**config.mk**
```make
export PLATFORM = sky130hd
export DESIGN_NAME = button_gesture_detector_unit_flat
export DESIGN_NICKNAME = d
export VERILOG_FILES = /design/src/design/bgd_pkg.sv /design/src/design/bgd_if.sv /design/src/design/bgd_core.sv /design/src/design/bgd_evq.sv /design/src/design/button_gesture_detector_unit.sv /design/src/flat_wrapper.sv
export SDC_FILE = /design/constraint.sdc
export NUM_CORES = 1
export LEC_CHECK = 0
export CAP_MARGIN = 25
export CORE_ASPECT_RATIO = 0.5
export CORE_UTILIZATION = 65
export CTS_BUF_LIST = sky130_fd_sc_hd__clkbuf_4
export DETAILED_ROUTE_END_ITERATION = 8
export DONT_BUFFER_PORTS = 1
export GPL_TIMING_DRIVEN = 0
export PLACE_DENSITY = 0.81
export SETUP_SLACK_MARGIN = 0.15
export SYNTH_ARGS = -nofsm -noshare
export SYNTH_HDL_FRONTEND = slang
export SYNTH_SLANG_ARGS = --single-unit
export TNS_END_PERCENT = 10
```
**constraint.sdc**
```tcl
create_clock -name clk_i -period 11.9 [get_ports clk_i]
set_input_delay 1.19 -clock clk_i [delete_from_list [all_inputs] [get_ports clk_i]]
set_output_delay 1.19 -clock clk_i [all_outputs]
set_load 0.01 [all_outputs]
```
**src/design/bgd_pkg.sv**
```systemverilog
`timescale 1ns / 1ps
// ---------------------------------------------------------------------------
// bgd_pkg: shared types and constants of the button gesture detector
// Event codes, register map, configuration bundle and the event push
// bundle that runs from the gesture core to the event queue.
// ---------------------------------------------------------------------------
package bgd_pkg;

  // Default width of the internal time base, in bits (16 to 64)
  localparam int TIME_WIDTH_DEF = 32;

  // Fixed field widths
  localparam int TS_WIDTH     = 32;
  localparam int MS_WIDTH     = 16;
  localparam int APB_DW       = 32;
  localparam int APB_AW       = 5;
  localparam int CLICK_WIDTH  = 2;
  localparam logic [CLICK_WIDTH-1:0] CLICK_MAX = 2'd2;

  // Event queue depth (power of two, room for two pushes and slack)
  localparam int EVQ_DEPTH = 4;

  // Register reset values
  localparam logic                ACTIVE_LOW_RST   = 1'b1;
  localparam logic [MS_WIDTH-1:0] DEBOUNCE_RST     = 16'd50;
  localparam logic [MS_WIDTH-1:0] LONG_PRESS_RST   = 16'd800;
  localparam logic [MS_WIDTH-1:0] REPEAT_RST       = 16'd200;
  localparam logic [MS_WIDTH-1:0] DBL_GAP_RST      = 16'd300;

  typedef enum logic [1:0] {
    EV_LONG   = 2'd0,
    EV_REPEAT = 2'd1,
    EV_SINGLE = 2'd2,
    EV_DOUBLE = 2'd3
  } bgd_event_e;

  typedef enum logic [2:0] {
    REG_ACTIVE_LOW = 3'd0,
    REG_DEBOUNCE   = 3'd1,
    REG_LONG_PRESS = 3'd2,
    REG_REPEAT     = 3'd3,
    REG_DBL_GAP    = 3'd4
  } bgd_reg_e;

  typedef struct packed {
    logic                active_low;
    logic [MS_WIDTH-1:0] debounce_time;
    logic [MS_WIDTH-1:0] long_press_time;
    logic [MS_WIDTH-1:0] repeat_period;
    logic [MS_WIDTH-1:0] click_gap;
  } bgd_cfg_t;

  // Events caused by one poll: num is 0, 1 or 2; code0 goes out first
  typedef struct packed {
    logic [1:0] num;
    bgd_event_e code0;
    bgd_event_e code1;
  } bgd_push_t;

endpackage

```
**src/design/bgd_if.sv**
```systemverilog
`timescale 1ns / 1ps
// ---------------------------------------------------------------------------
// bgd_if: stream interfaces of the button gesture detector
// Poll channel (level and timestamp in) and event channel (events out),
// both valid/ready with a transfer on valid and ready high.
// ---------------------------------------------------------------------------
interface bgd_poll_if;
  logic                        valid;
  logic                        ready;
  logic                        raw_level;
  logic [bgd_pkg::TS_WIDTH-1:0] now_ms;

  modport source (output valid, output raw_level, output now_ms, input ready);
  modport sink   (input valid, input raw_level, input now_ms, output ready);
endinterface

interface bgd_event_if;
  logic       valid;
  logic       ready;
  logic [1:0] event_code;
  logic       last_event;

  modport source (output valid, output event_code, output last_event, input ready);
  modport sink   (input valid, input event_code, input last_event, output ready);
endinterface

```
**src/design/bgd_core.sv**
```systemverilog
`timescale 1ns / 1ps
// ---------------------------------------------------------------------------
// bgd_core: debounce and gesture state of the button gesture detector
// Updates the button state on each accepted poll and reports the events
// that the poll causes to the event queue in the same cycle.
// ---------------------------------------------------------------------------
module bgd_core #(
  parameter int TIME_WIDTH = bgd_pkg::TIME_WIDTH_DEF
) (
  input  logic                         clk_i,
  input  logic                         rst_ni,
  input  logic                         accept_i,
  input  logic                         raw_level_i,
  input  logic [bgd_pkg::TS_WIDTH-1:0] now_ms_i,
  input  bgd_pkg::bgd_cfg_t            cfg_i,
  output bgd_pkg::bgd_push_t           push_o
);

  logic                                pressed_q, pressed_d;
  logic                                long_fired_q, long_fired_d;
  logic [bgd_pkg::CLICK_WIDTH-1:0]     click_q, click_d;
  logic [TIME_WIDTH-1:0]               change_time_q, change_time_d;
  logic [TIME_WIDTH-1:0]               press_start_q, press_start_d;
  logic [TIME_WIDTH-1:0]               repeat_time_q, repeat_time_d;
  logic [TIME_WIDTH-1:0]               release_time_q, release_time_d;

  logic                  logical;
  logic [TIME_WIDTH-1:0] now_t;
  logic [TIME_WIDTH-1:0] el_change, el_press, el_repeat, el_release;

  // Reduce the timestamp to the time base
  assign now_t   = TIME_WIDTH'(now_ms_i);
  assign logical = cfg_i.active_low ? ~raw_level_i : raw_level_i;

  // Debounce, then decide the events of this poll
  always_comb begin
    pressed_d      = pressed_q;
    long_fired_d   = long_fired_q;
    click_d        = click_q;
    change_time_d  = change_time_q;
    press_start_d  = press_start_q;
    repeat_time_d  = repeat_time_q;
    release_time_d = release_time_q;
    push_o.num     = 2'd0;
    push_o.code0   = bgd_pkg::EV_LONG;
    push_o.code1   = bgd_pkg::EV_REPEAT;

    el_change = now_t - change_time_q;

    if (accept_i && (logical != pressed_q) &&
        (el_change >= TIME_WIDTH'(cfg_i.debounce_time))) begin
      change_time_d = now_t;
      pressed_d     = logical;
      if (logical) begin
        press_start_d = now_t;
        repeat_time_d = now_t;
        long_fired_d  = 1'b0;
      end else if (!long_fired_q) begin
        if (click_q < bgd_pkg::CLICK_MAX) begin
          click_d = click_q + 1'b1;
        end
        release_time_d = now_t;
      end
    end

    el_press   = now_t - press_start_d;
    el_repeat  = now_t - repeat_time_q;
    el_release = now_t - release_time_d;

    if (accept_i) begin
      if (pressed_d) begin
        if (!long_fired_d) begin
          if (el_press >= TIME_WIDTH'(cfg_i.long_press_time)) begin
            long_fired_d  = 1'b1;
            click_d       = '0;
            repeat_time_d = now_t;
            push_o.num    = 2'd2;
            push_o.code0  = bgd_pkg::EV_LONG;
            push_o.code1  = bgd_pkg::EV_REPEAT;
          end
        end else if (el_repeat >= TIME_WIDTH'(cfg_i.repeat_period)) begin
          repeat_time_d = now_t;
          push_o.num    = 2'd1;
          push_o.code0  = bgd_pkg::EV_REPEAT;
        end
      end else if (click_d == 2'd1) begin
        if (el_release >= TIME_WIDTH'(cfg_i.click_gap)) begin
          click_d      = '0;
          push_o.num   = 2'd1;
          push_o.code0 = bgd_pkg::EV_SINGLE;
        end
      end else if (click_d >= bgd_pkg::CLICK_MAX) begin
        click_d      = '0;
        push_o.num   = 2'd1;
        push_o.code0 = bgd_pkg::EV_DOUBLE;
      end
    end
  end

  // Hold the button state
  always_ff @(posedge clk_i or negedge rst_ni) begin
    if (!rst_ni) begin
      pressed_q      <= 1'b0;
      long_fired_q   <= 1'b0;
      click_q        <= '0;
      change_time_q  <= '0;
      press_start_q  <= '0;
      repeat_time_q  <= '0;
      release_time_q <= '0;
    end else begin
      pressed_q      <= pressed_d;
      long_fired_q   <= long_fired_d;
      click_q        <= click_d;
      change_time_q  <= change_time_d;
      press_start_q  <= press_start_d;
      repeat_time_q  <= repeat_time_d;
      release_time_q <= release_time_d;
    end
  end

endmodule

```
**src/design/bgd_evq.sv**
```systemverilog
`timescale 1ns / 1ps
// ---------------------------------------------------------------------------
// bgd_evq: event queue of the button gesture detector
// Takes up to two events per cycle from the core and hands out one per
// transfer; signals room only while two free slots remain.
// ---------------------------------------------------------------------------
module bgd_evq (
  input  logic               clk_i,
  input  logic               rst_ni,
  input  bgd_pkg::bgd_push_t push_i,
  output logic               room_o,
  output logic               valid_o,
  input  logic               ready_i,
  output logic [1:0]         event_code_o,
  output logic               last_event_o
);

  localparam int DEPTH = bgd_pkg::EVQ_DEPTH;
  localparam int PW    = $clog2(DEPTH);

  typedef struct packed {
    bgd_pkg::bgd_event_e code;
    logic                last;
  } evq_entry_t;

  evq_entry_t        mem_q [DEPTH];
  logic [PW-1:0]     wr_ptr_q, wr_ptr_d;
  logic [PW-1:0]     rd_ptr_q, rd_ptr_d;
  logic [PW:0]       cnt_q, cnt_d;
  logic              pop;

  assign valid_o      = (cnt_q != '0);
  assign pop          = valid_o && ready_i;
  assign room_o       = (cnt_q <= (PW+1)'(DEPTH - 2));
  assign event_code_o = mem_q[rd_ptr_q].code;
  assign last_event_o = mem_q[rd_ptr_q].last;

  // Advance pointers and fill count
  always_comb begin
    wr_ptr_d = wr_ptr_q + PW'(push_i.num);
    rd_ptr_d = rd_ptr_q + PW'(pop);
    cnt_d    = cnt_q + (PW+1)'(push_i.num) - (PW+1)'(pop);
  end

  always_ff @(posedge clk_i or negedge rst_ni) begin
    if (!rst_ni) begin
      wr_ptr_q <= '0;
      rd_ptr_q <= '0;
      cnt_q    <= '0;
    end else begin
      wr_ptr_q <= wr_ptr_d;
      rd_ptr_q <= rd_ptr_d;
      cnt_q    <= cnt_d;
    end
  end

  // Store pushed events; the last one of a poll carries the last mark
  always_ff @(posedge clk_i) begin
    if (push_i.num != 2'd0) begin
      mem_q[wr_ptr_q].code <= push_i.code0;
      mem_q[wr_ptr_q].last <= (push_i.num == 2'd1);
    end
    if (push_i.num == 2'd2) begin
      mem_q[wr_ptr_q + PW'(1)].code <= push_i.code1;
      mem_q[wr_ptr_q + PW'(1)].last <= 1'b1;
    end
  end

endmodule

```
**src/design/button_gesture_detector_unit.sv**
```systemverilog
`timescale 1ns / 1ps
// ---------------------------------------------------------------------------
// button_gesture_detector_unit: debounced click and long-press detector
// Events of a poll go into the event queue and leave it after any events queued before.
// Throughput: one poll per cycle while the event queue holds room for two
// events; the event channel drains one event per cycle while ready is high, so
// the sustained poll rate is bounded by the number of events it produces.
// Reset: asynchronous, clears state and restores register defaults at once.
// ---------------------------------------------------------------------------
module button_gesture_detector_unit #(
  parameter int TIME_WIDTH = bgd_pkg::TIME_WIDTH_DEF
) (
  input  logic                          clk_i,
  input  logic                          rst_ni,
  bgd_poll_if.sink                      poll_i,
  bgd_event_if.source                   event_o,
  input  logic                          psel,
  input  logic                          penable,
  input  logic                          pwrite,
  input  logic [bgd_pkg::APB_AW-1:0]    paddr,
  input  logic [bgd_pkg::APB_DW-1:0]    pwdata,
  output logic [bgd_pkg::APB_DW-1:0]    prdata,
  output logic                          pready
);

  bgd_pkg::bgd_cfg_t  cfg_q, cfg_d;
  bgd_pkg::bgd_push_t push;
  logic               room;
  logic               accept;
  logic               cfg_wr;
  bgd_pkg::bgd_reg_e  reg_sel;

  assign pready  = 1'b1;
  assign cfg_wr  = psel && penable && pwrite && pready;
  assign reg_sel = bgd_pkg::bgd_reg_e'(paddr[bgd_pkg::APB_AW-1:2]);

  // Decode register writes
  always_comb begin
    cfg_d = cfg_q;
    if (cfg_wr) begin
      unique case (reg_sel)
        bgd_pkg::REG_ACTIVE_LOW: cfg_d.active_low      = pwdata[0];
        bgd_pkg::REG_DEBOUNCE:   cfg_d.debounce_time   = pwdata[bgd_pkg::MS_WIDTH-1:0];
        bgd_pkg::REG_LONG_PRESS: cfg_d.long_press_time = pwdata[bgd_pkg::MS_WIDTH-1:0];
        bgd_pkg::REG_REPEAT:     cfg_d.repeat_period   = pwdata[bgd_pkg::MS_WIDTH-1:0];
        bgd_pkg::REG_DBL_GAP:    cfg_d.click_gap       = pwdata[bgd_pkg::MS_WIDTH-1:0];
        default:                 cfg_d = cfg_q;
      endcase
    end
  end

  // Read back registers
  always_comb begin
    unique case (reg_sel)
      bgd_pkg::REG_ACTIVE_LOW: prdata = bgd_pkg::APB_DW'(cfg_q.active_low);
      bgd_pkg::REG_DEBOUNCE:   prdata = bgd_pkg::APB_DW'(cfg_q.debounce_time);
      bgd_pkg::REG_LONG_PRESS: prdata = bgd_pkg::APB_DW'(cfg_q.long_press_time);
      bgd_pkg::REG_REPEAT:     prdata = bgd_pkg::APB_DW'(cfg_q.repeat_period);
      bgd_pkg::REG_DBL_GAP:    prdata = bgd_pkg::APB_DW'(cfg_q.click_gap);
      default:                 prdata = '0;
    endcase
  end

  always_ff @(posedge clk_i or negedge rst_ni) begin
    if (!rst_ni) begin
      cfg_q.active_low      <= bgd_pkg::ACTIVE_LOW_RST;
      cfg_q.debounce_time   <= bgd_pkg::DEBOUNCE_RST;
      cfg_q.long_press_time <= bgd_pkg::LONG_PRESS_RST;
      cfg_q.repeat_period   <= bgd_pkg::REPEAT_RST;
      cfg_q.click_gap       <= bgd_pkg::DBL_GAP_RST;
    end else begin
      cfg_q <= cfg_d;
    end
  end

  // Take a poll whenever the queue has room for its events
  assign poll_i.ready = room;
  assign accept       = poll_i.valid && room;

  bgd_core #(
    .TIME_WIDTH (TIME_WIDTH)
  ) u_core (
    .clk_i       (clk_i),
    .rst_ni      (rst_ni),
    .accept_i    (accept),
    .raw_level_i (poll_i.raw_level),
    .now_ms_i    (poll_i.now_ms),
    .cfg_i       (cfg_q),
    .push_o      (push)
  );

  bgd_evq u_evq (
    .clk_i        (clk_i),
    .rst_ni       (rst_ni),
    .push_i       (push),
    .room_o       (room),
    .valid_o      (event_o.valid),
    .ready_i      (event_o.ready),
    .event_code_o (event_o.event_code),
    .last_event_o (event_o.last_event)
  );

  // A long press is never the last event of a poll, and only it is not
  a_long_not_last: assert property (@(posedge clk_i) disable iff (!rst_ni)
    event_o.valid |-> ((event_o.event_code == bgd_pkg::EV_LONG) != event_o.last_event))
    else $error("long press and last-event mark disagree");

  // A hold repeat directly follows every long press
  a_long_then_repeat: assert property (@(posedge clk_i) disable iff (!rst_ni)
    (event_o.valid && event_o.ready && (event_o.event_code == bgd_pkg::EV_LONG))
    |=> (event_o.valid && (event_o.event_code == bgd_pkg::EV_REPEAT)))
    else $error("long press not followed by hold repeat");

  // No events are pushed without a poll being taken in the same cycle
  a_push_needs_poll: assert property (@(posedge clk_i) disable iff (!rst_ni)
    (push.num != 2'd0) |-> accept)
    else $error("events pushed without a poll transfer");

endmodule
```
**src/flat_wrapper.sv**
```systemverilog
// flat-port wrapper written by rule: the top's interface ports become plain ports
module button_gesture_detector_unit_flat 
#(
  parameter int TIME_WIDTH = bgd_pkg::TIME_WIDTH_DEF
)
  (clk_i, rst_ni, psel, penable, pwrite, paddr, pwdata, prdata, pready, poll_i_valid, poll_i_raw_level, poll_i_now_ms, poll_i_ready, event_o_valid, event_o_event_code, event_o_last_event, event_o_ready);
  bgd_poll_if poll_i_i ();
  bgd_event_if event_o_i ();
  input  logic clk_i;
  input  logic rst_ni;
  input  logic psel;
  input  logic penable;
  input  logic pwrite;
  input  logic [bgd_pkg::APB_AW-1:0] paddr;
  input  logic [bgd_pkg::APB_DW-1:0] pwdata;
  output logic [bgd_pkg::APB_DW-1:0] prdata;
  output logic pready;
  input wire logic [$bits(poll_i_i.valid)-1:0] poll_i_valid;
  input wire logic [$bits(poll_i_i.raw_level)-1:0] poll_i_raw_level;
  input wire logic [$bits(poll_i_i.now_ms)-1:0] poll_i_now_ms;
  output wire logic [$bits(poll_i_i.ready)-1:0] poll_i_ready;
  output wire logic [$bits(event_o_i.valid)-1:0] event_o_valid;
  output wire logic [$bits(event_o_i.event_code)-1:0] event_o_event_code;
  output wire logic [$bits(event_o_i.last_event)-1:0] event_o_last_event;
  input wire logic [$bits(event_o_i.ready)-1:0] event_o_ready;
  assign poll_i_i.valid = poll_i_valid;
  assign poll_i_i.raw_level = poll_i_raw_level;
  assign poll_i_i.now_ms = poll_i_now_ms;
  assign poll_i_ready = poll_i_i.ready;
  assign event_o_valid = event_o_i.valid;
  assign event_o_event_code = event_o_i.event_code;
  assign event_o_last_event = event_o_i.last_event;
  assign event_o_i.ready = event_o_ready;
  button_gesture_detector_unit #(.TIME_WIDTH(TIME_WIDTH)) u_core (.clk_i(clk_i), .rst_ni(rst_ni), .poll_i(poll_i_i), .event_o(event_o_i), .psel(psel), .penable(penable), .pwrite(pwrite), .paddr(paddr), .pwdata(pwdata), .prdata(prdata), .pready(pready));
endmodule
```
# Yosys cells after proc, flatten, opt, wreduce, memory -nomap -nowiden
# Memory sizes are Yosys's and may differ from the RTL's.
# Cells that the tools add are included.
# word_totals
ff_bits,204
ram_bits,12
input_bits,77
out_inout_bits,38
word_cells,102
n_memories,1
# op_classes
add_sub_neg,10
magnitude_cmp,7
eq_ne,8
n_mux,46
bitwise,1
n_reduce_logical,14
# memory_table
memory,words,width,rd,rd_ports_with_merged_regs,write_ports,line_no,rtl
u_core.u_evq.mem_q,4,3,1,0,2,bgd_evq.sv:26,evq_entry_t mem_q [DEPTH];
# ops
op,count
2-to-1 mux 32 bit,12
greater-or-equal comparator 32 x 16 -> 1 bit,4
subtractor 32 bit,4
one-hot mux 16 bit (5 select lines),1
2-to-1 mux 2 bit,13
2-to-1 mux 1 bit,12
2-to-1 mux 4 bit,3
2-to-1 mux 6 bit,2
AND reduction 2 bit,5
2-to-1 mux 3 bit,3
"== test 3 x 2 -> 1 bit, second input constant",2
logical AND 1 bit,6
"adder 2 x 1 -> 2 bit, second input constant",2
"== test 2 x 1 -> 1 bit, second input constant",2
adder 3 x 2 -> 3 bit,1
"== test 3 x 1 -> 1 bit, second input constant",1
"== test 3 bit, second input constant",1
"less-or-equal comparator 3 x 2 -> 1 bit, second input constant",1
logical NOT 3 bit,1
nonzero test 3 bit,1
subtractor 3 x 1 -> 3 bit,1
adder 2 x 1 -> 2 bit,1
adder 2 bit,1
"== test 2 bit, second input constant",1
5 further kinds,5

# Logic depth before layout (Yosys ltp)
# depth
word_depth,15
ltp_mapped,54
ltp_nobuf,51

# Modules after synthesis
# A second synthesis with hierarchy kept.
# hier_totals
hier_cells,2280
hier_area_um2,19777.7
# modules_own_cells
module,n_inst,cells_each,area_per_inst_um2,seq_area_each_um2
bgd_core,1,1961,15630.0,3303.2
button_gesture_detector_unit,1,224,3105.5,1644.1
bgd_evq,1,95,1042.2,495.5

# Least setup slack after synthesis
# No wires, ideal clock.
# synth_timing
kind,input -> register
start,input port poll_i_now_ms[0]
end,register u_core.u_evq.cnt_q[2]
setup_ns,0.123
arrival_ns,10.738
required_ns,11.777
setup_slack_ns,1.039
cell_stages,51
path_buffers,2
path_cell_list,inv_1 ha_1 fa_1 nand2b_1 a21oi_1 nor2_1 nor3_1 nor2_1 xnor2_1 ha_1 nand2_1 o21ai_0 nor4_1 o311a_1 o31ai_1 nor2_1 nand4_1 nor4_4 [15 not listed] xnor2_1 ha_1 a21oi_1 nor2b_1 o21ai_0 nand2_1 a2111oi_0 o2111ai_1 nor4b_1 o32ai_1 a2111oi_0 nand4_1 a21oi_1 nor2_1 xor2_1 ha_1 fa_1 xnor2_1
# synth_via
elab_chain_len,12
word_cells_on_any_way,29
cone_classes,6 x add/sub; 5 x order compare; 1 x eq/ne; 16 x mux; 1 x reduce/logical
# synth_lines
element,line_no,rtl
start: declaration,flat_wrapper.sv:20,input wire logic [$bits(poll_i_i.now_ms)-1:0] poll_i_now_ms;
subtractor 32 bit,bgd_core.sv:48,el_change = now_t - change_time_q;
greater-or-equal comparator 32 x 16 -> 1 bit,bgd_core.sv:51,(el_change >= TIME_WIDTH'(cfg_i.debounce_time))) begin
logical AND 1 bit,bgd_core.sv:50,if (accept_i && (logical != pressed_q) &&
2-to-1 mux 32 bit,bgd_core.sv:50,
subtractor 32 bit (on tied branches),"bgd_core.sv:68, bgd_core.sv:66",
greater-or-equal comparator 32 x 16 -> 1 bit (on tied branches),"bgd_core.sv:87, bgd_core.sv:73",
2-to-1 mux 3 bit / 2-to-1 mux 6 bit (equally long branches),"bgd_core.sv:87, bgd_core.sv:73",
2-to-1 mux 4 bit (on tied branches),"bgd_core.sv:86, bgd_core.sv:72",
2-to-1 mux 4 bit *,bgd_core.sv:71,if (pressed_d) begin
2-to-1 mux 6 bit *,bgd_core.sv:70,if (accept_i) begin
adder 3 x 2 -> 3 bit *,bgd_evq.sv:42,cnt_d = cnt_q + (PW+1)'(push_i.num) - (PW+1)'(pop);
subtractor 3 x 1 -> 3 bit *,bgd_evq.sv:42,
net u_core.u_evq.cnt_d[2],bgd_evq.sv:29,"logic [PW:0] cnt_q, cnt_d;"
end signal: assignment,bgd_evq.sv:53,cnt_q <= cnt_d;
end: declaration,bgd_evq.sv:29,
# Mark *: on every way through the listed nets, which the timed path passes. The rest lies on a longest branch.
# A chain may end at the register's enable or synchronous reset.

# Worst setup path in the final report
# layout_timing
start,input port poll_i_now_ms[0]
end,register u_core.u_evq.cnt_q[2]
# layout_via
elab_chain_len,12
word_cells_on_any_way,29
cone_classes,6 x add/sub; 5 x order compare; 1 x eq/ne; 16 x mux; 1 x reduce/logical
# layout_lines
element,line_no,rtl
subtractor 32 bit,bgd_core.sv:48,
greater-or-equal comparator 32 x 16 -> 1 bit,bgd_core.sv:51,
logical AND 1 bit,bgd_core.sv:50,
2-to-1 mux 32 bit *,bgd_core.sv:50,
net u_core.u_core.release_time_d[0],bgd_core.sv:25,"logic [TIME_WIDTH-1:0] release_time_q, release_time_d;"
subtractor 32 bit *,bgd_core.sv:68,el_release = now_t - release_time_d;
greater-or-equal comparator 32 x 16 -> 1 bit *,bgd_core.sv:87,if (el_release >= TIME_WIDTH'(cfg_i.click_gap)) begin
2-to-1 mux 3 bit *,bgd_core.sv:87,
2-to-1 mux 4 bit *,bgd_core.sv:86,end else if (click_d == 2'd1) begin
2-to-1 mux 4 bit *,bgd_core.sv:71,
2-to-1 mux 6 bit *,bgd_core.sv:70,
adder 3 x 2 -> 3 bit *,bgd_evq.sv:42,
subtractor 3 x 1 -> 3 bit *,bgd_evq.sv:42,
net u_core.u_evq.cnt_d[2],bgd_evq.sv:29,
# Marked as above.

==> impl_metrics.toml <==
[power]
seqPwrFrac = 0.208
p_leak_nw = 9.50
internal_power_mw = 2.91
p_comb_frac = 0.673
swShare = 0.488
ir_worst_vdd_v = 0.000174
p_clk_frac = 0.118
power_switching_mw = 2.78
pwr_density_cell_nw_per_um2 = 282

[place]
dp.cells = 2714
portBuffers = 0
dp_hpwl_um = 42000
gp_congestion = 0.979

[setup_path]
critPathTopFamily = "compound AO/OA/AOI/OAI gates"
cp.required_ns = 12.50
end_kind = "flip-flop"
crit_slowest_cell = "fa_1"
startpoint_type = "input pin"
cp_common_cell = "ha_1"
crit_fanout = 10
max_stage_delay_ns = 0.44
path_buf_inv = 5
cp.arrival_ns = 12.01
critical_path_class = "in -> reg"

[floorplanning]
dieWidth_um = 241
start_util = 0.667
die_area_um2 = 29400
core_um2 = 27900
top_level_ports = 115
dieHeight_um = 122
row_count = 43

[clocking]
numCtsBuffers = 54
clk_latency_ns = 0.78
path_clk_slew_ns = 0.07
ctsRootBufferMaster = "clkbuf_4"
postCtsHoldBufs = 0
htreeDepth = 2
numClockSinks = 216
cts_tree = "built"
cts_buffer_depth = 3

[grt]
grt_pass1_vias = 15600
gr-total-overflow = 0
groute.usage.overall = 0.371
antenna_found_initial = 0
grt_start_max_net_pins = 205
grt_pass1_wl_um = 84200

[drt]
routedWlPerCell_um = 19.4
vias_per_cell = 6.16
drcViolationCount = 0
ant_nets = 0
drt_first_pass_iters = 6
wl_um = 54700
num_vias = 17400
drt_iter0_markers = 1726

[sta]
grt_setup_unrepaired = "true"
finalCritPeriodShare = 0.959
slew_headroom = 0.413
fmax_mhz = 87.6
fin_worst_skew_ns = 0.0883
drv_slew = 0
setup_violations = 0
worstMarginPinSlew_ns = 0.879
min_period_ns = 11.41
hold_viol_final = 0
setup_tns_ns = 0

[run_status]
status = "completed"

[synthesis]
ys_seq_elements = 216
syn_inst = 2315
syn_area_um2 = 18600
synth-edff-count = 0
synth-async-reset-ratio = 0.944
synth_top_flop_cell = "dfrtp_1"
synth.distinct_cells = 95
synth-seq-area-share = 0.288
synthTopCellsByArea = "dfrtp_1 26%, ha_1 12%, nand2_1 6.2%"
synthDominantCellAreaShare = 0.255
syn_avg_cell_area_um2 = 8.04
synth_top_cell_by_area = "dfrtp_1"
synthTopCellsByCount = "310 x nand2_1, 232 x o21ai_0, 231 x inv_1"
yosys_warnings = 0
yosys.cell_count.top_type = "nand2_1"

[finish]
final_nets = 2666
multiInputGateArea_um2 = 12200
area_growth_pct = 8.40
seqCellArea_um2 = 5360
drive_gt1_frac = 0.0939
final_core_util = 0.723
fin_cells = 2821
diodes = 0
fillers = 2280

[min_path]
holdCritPathClass = "in -> async"

[flow_run]
maxCapViolations = 0
==> cells in the final DEF, fill, tap and decap left out, drive strengths merged, types with 35 or more instances in the layout <==
| cell | n |
|---|---|
| a21o | 67 |
| a21oi | 144 |
| buf | 42 |
| clkbuf | 151 |
| dfrtp | 190 |
| ha | 186 |
| inv | 231 |
| mux2 | 64 |
| nand2 | 311 |
| nor2 | 145 |
| nor2b | 35 |
| nor3 | 47 |
| o21ai | 237 |
| xnor2 | 61 |
==> logic make-up after synthesis <==
family,after synthesis,share of synthesized area
XOR/XNOR,95,0.0447
AND/OR/NAND/NOR,719,0.180
other,2,0.000403
buffers and inverters,332,0.0721
AO/OA/AOI/OAI,662,0.224
multiplexers,92,0.0570
flip-flops,216,0.288
adder cells (fa/ha/maj),197,0.134
==> cell type report <==
class | count | share of cell area
Buffer | 100 | 0.0245
Clock buffer | 81 | 0.0301
Clock inverter | 16 | 0.00459
Inverter | 232 | 0.0431
Multi-Input combinational cell | 1782 | 0.603
Sequential cell | 216 | 0.266
Tap cell | 382 | 0.0237
Timing Repair Buffer | 12 | 0.00514
==> timing repair <==
item	CTS	global route
pin swaps	3	12
endpoints found under the setup margin	52	51
gates resized for setup	23	35
buffers inserted	5	5
==> final timing paths <==
check / cells past startpoint / slack [ns] / from / end
max in group asynchronous: 0 / 11.25 / rst_ni / u_core.u_core.repeat_time_q[29]$_DFF_PN0_
min in group clk_i: 2 / 0.45 / u_core.u_evq.mem_q[1][2]$_SDFFE_PP0P_ / u_core.u_evq.mem_q[1][2]$_SDFFE_PP0P_
max: 50 / 0.49 / poll_i_now_ms[0] / u_core.u_evq.cnt_q[2]$_DFF_PN0_
min: 0 / 0.11 / rst_ni / u_core.u_core.release_time_q[1]$_DFF_PN0_
max reg2reg: 49 / 0.72 / u_core.u_core.change_time_q[0]$_DFFE_PN0N_ / u_core.u_evq.cnt_q[2]$_DFF_PN0_
min reg2reg: 2 / 0.45 / u_core.u_evq.mem_q[1][2]$_SDFFE_PP0P_ / u_core.u_evq.mem_q[1][2]$_SDFFE_PP0P_
==> power groups by stage <==
stage          combinational [mW]  sequential [mW]  clock, mW
6_report                     3.83             1.19      0.673
5_1_grt                      4.22             1.22      0.719
4_1_cts                      3.64             1.18      0.679
3_5_place_dp                 3.57             1.20          0
3_3_place_gp                 3.48             1.18          0
2_1_floorplan                2.77             1.15          0
==> sequential cells by signal, indices dropped and copies added, names as in the netlist <==
register	cells
u_core.u_core.long_fired_q	1
u_core.u_evq.wr_ptr_q	2
u_core.u_core.press_start_q	32
u_core.cfg_q	65
u_core.u_core.pressed_q	1
u_core.u_evq.rd_ptr_q	2
u_core.u_core.click_q	2
u_core.u_core.release_time_q	32
u_core.u_evq.mem_q	12
u_core.u_core.repeat_time_q	32
u_core.u_evq.cnt_q	3
u_core.u_core.change_time_q	32
==> worst register-to-register path, delay by kind of cell, from the launching register on <==
family	cells	cell delay, ns
AND/OR/NAND/NOR	12	2.18
adder cells (fa/ha/maj)	7	2.07
buffers and inverters	4	0.79
XOR/XNOR	4	0.79
flip-flops	1	0.38
multiplexers	1	0.31
AO/OA/AOI/OAI	21	4.54
==> routing by layer <==
metal  GRT usage  routed length (um)  vias to the layer above
met2       0.532               22100                      849
met3      0.0981                6330                       75
met4      0.0783                 914                        2
met1       0.552               25300                     8153
met5      0.0253                  96                        -
li1            -                   -                     8308
==> stage by stage <==
stage | setup slack, ns | area, um^2 | hold slack (ns) | power [mW]
3_3_place_gp | -2.31 | 19200 | 0.441 | 4.66
3_5_place_dp | -2.49 | 19200 | 0.445 | 4.76
2_1_floorplan | 1.04 | 18700 | 0.420 | 3.93
5_1_grt | 0.0149 | 20200 | 0.0785 | 6.15
6_report | 0.488 | 20200 | 0.111 | 5.69
4_1_cts | 0.200 | 20000 | 0.0822 | 5.51
No activity file was read; power rests on OpenSTA's default activity.
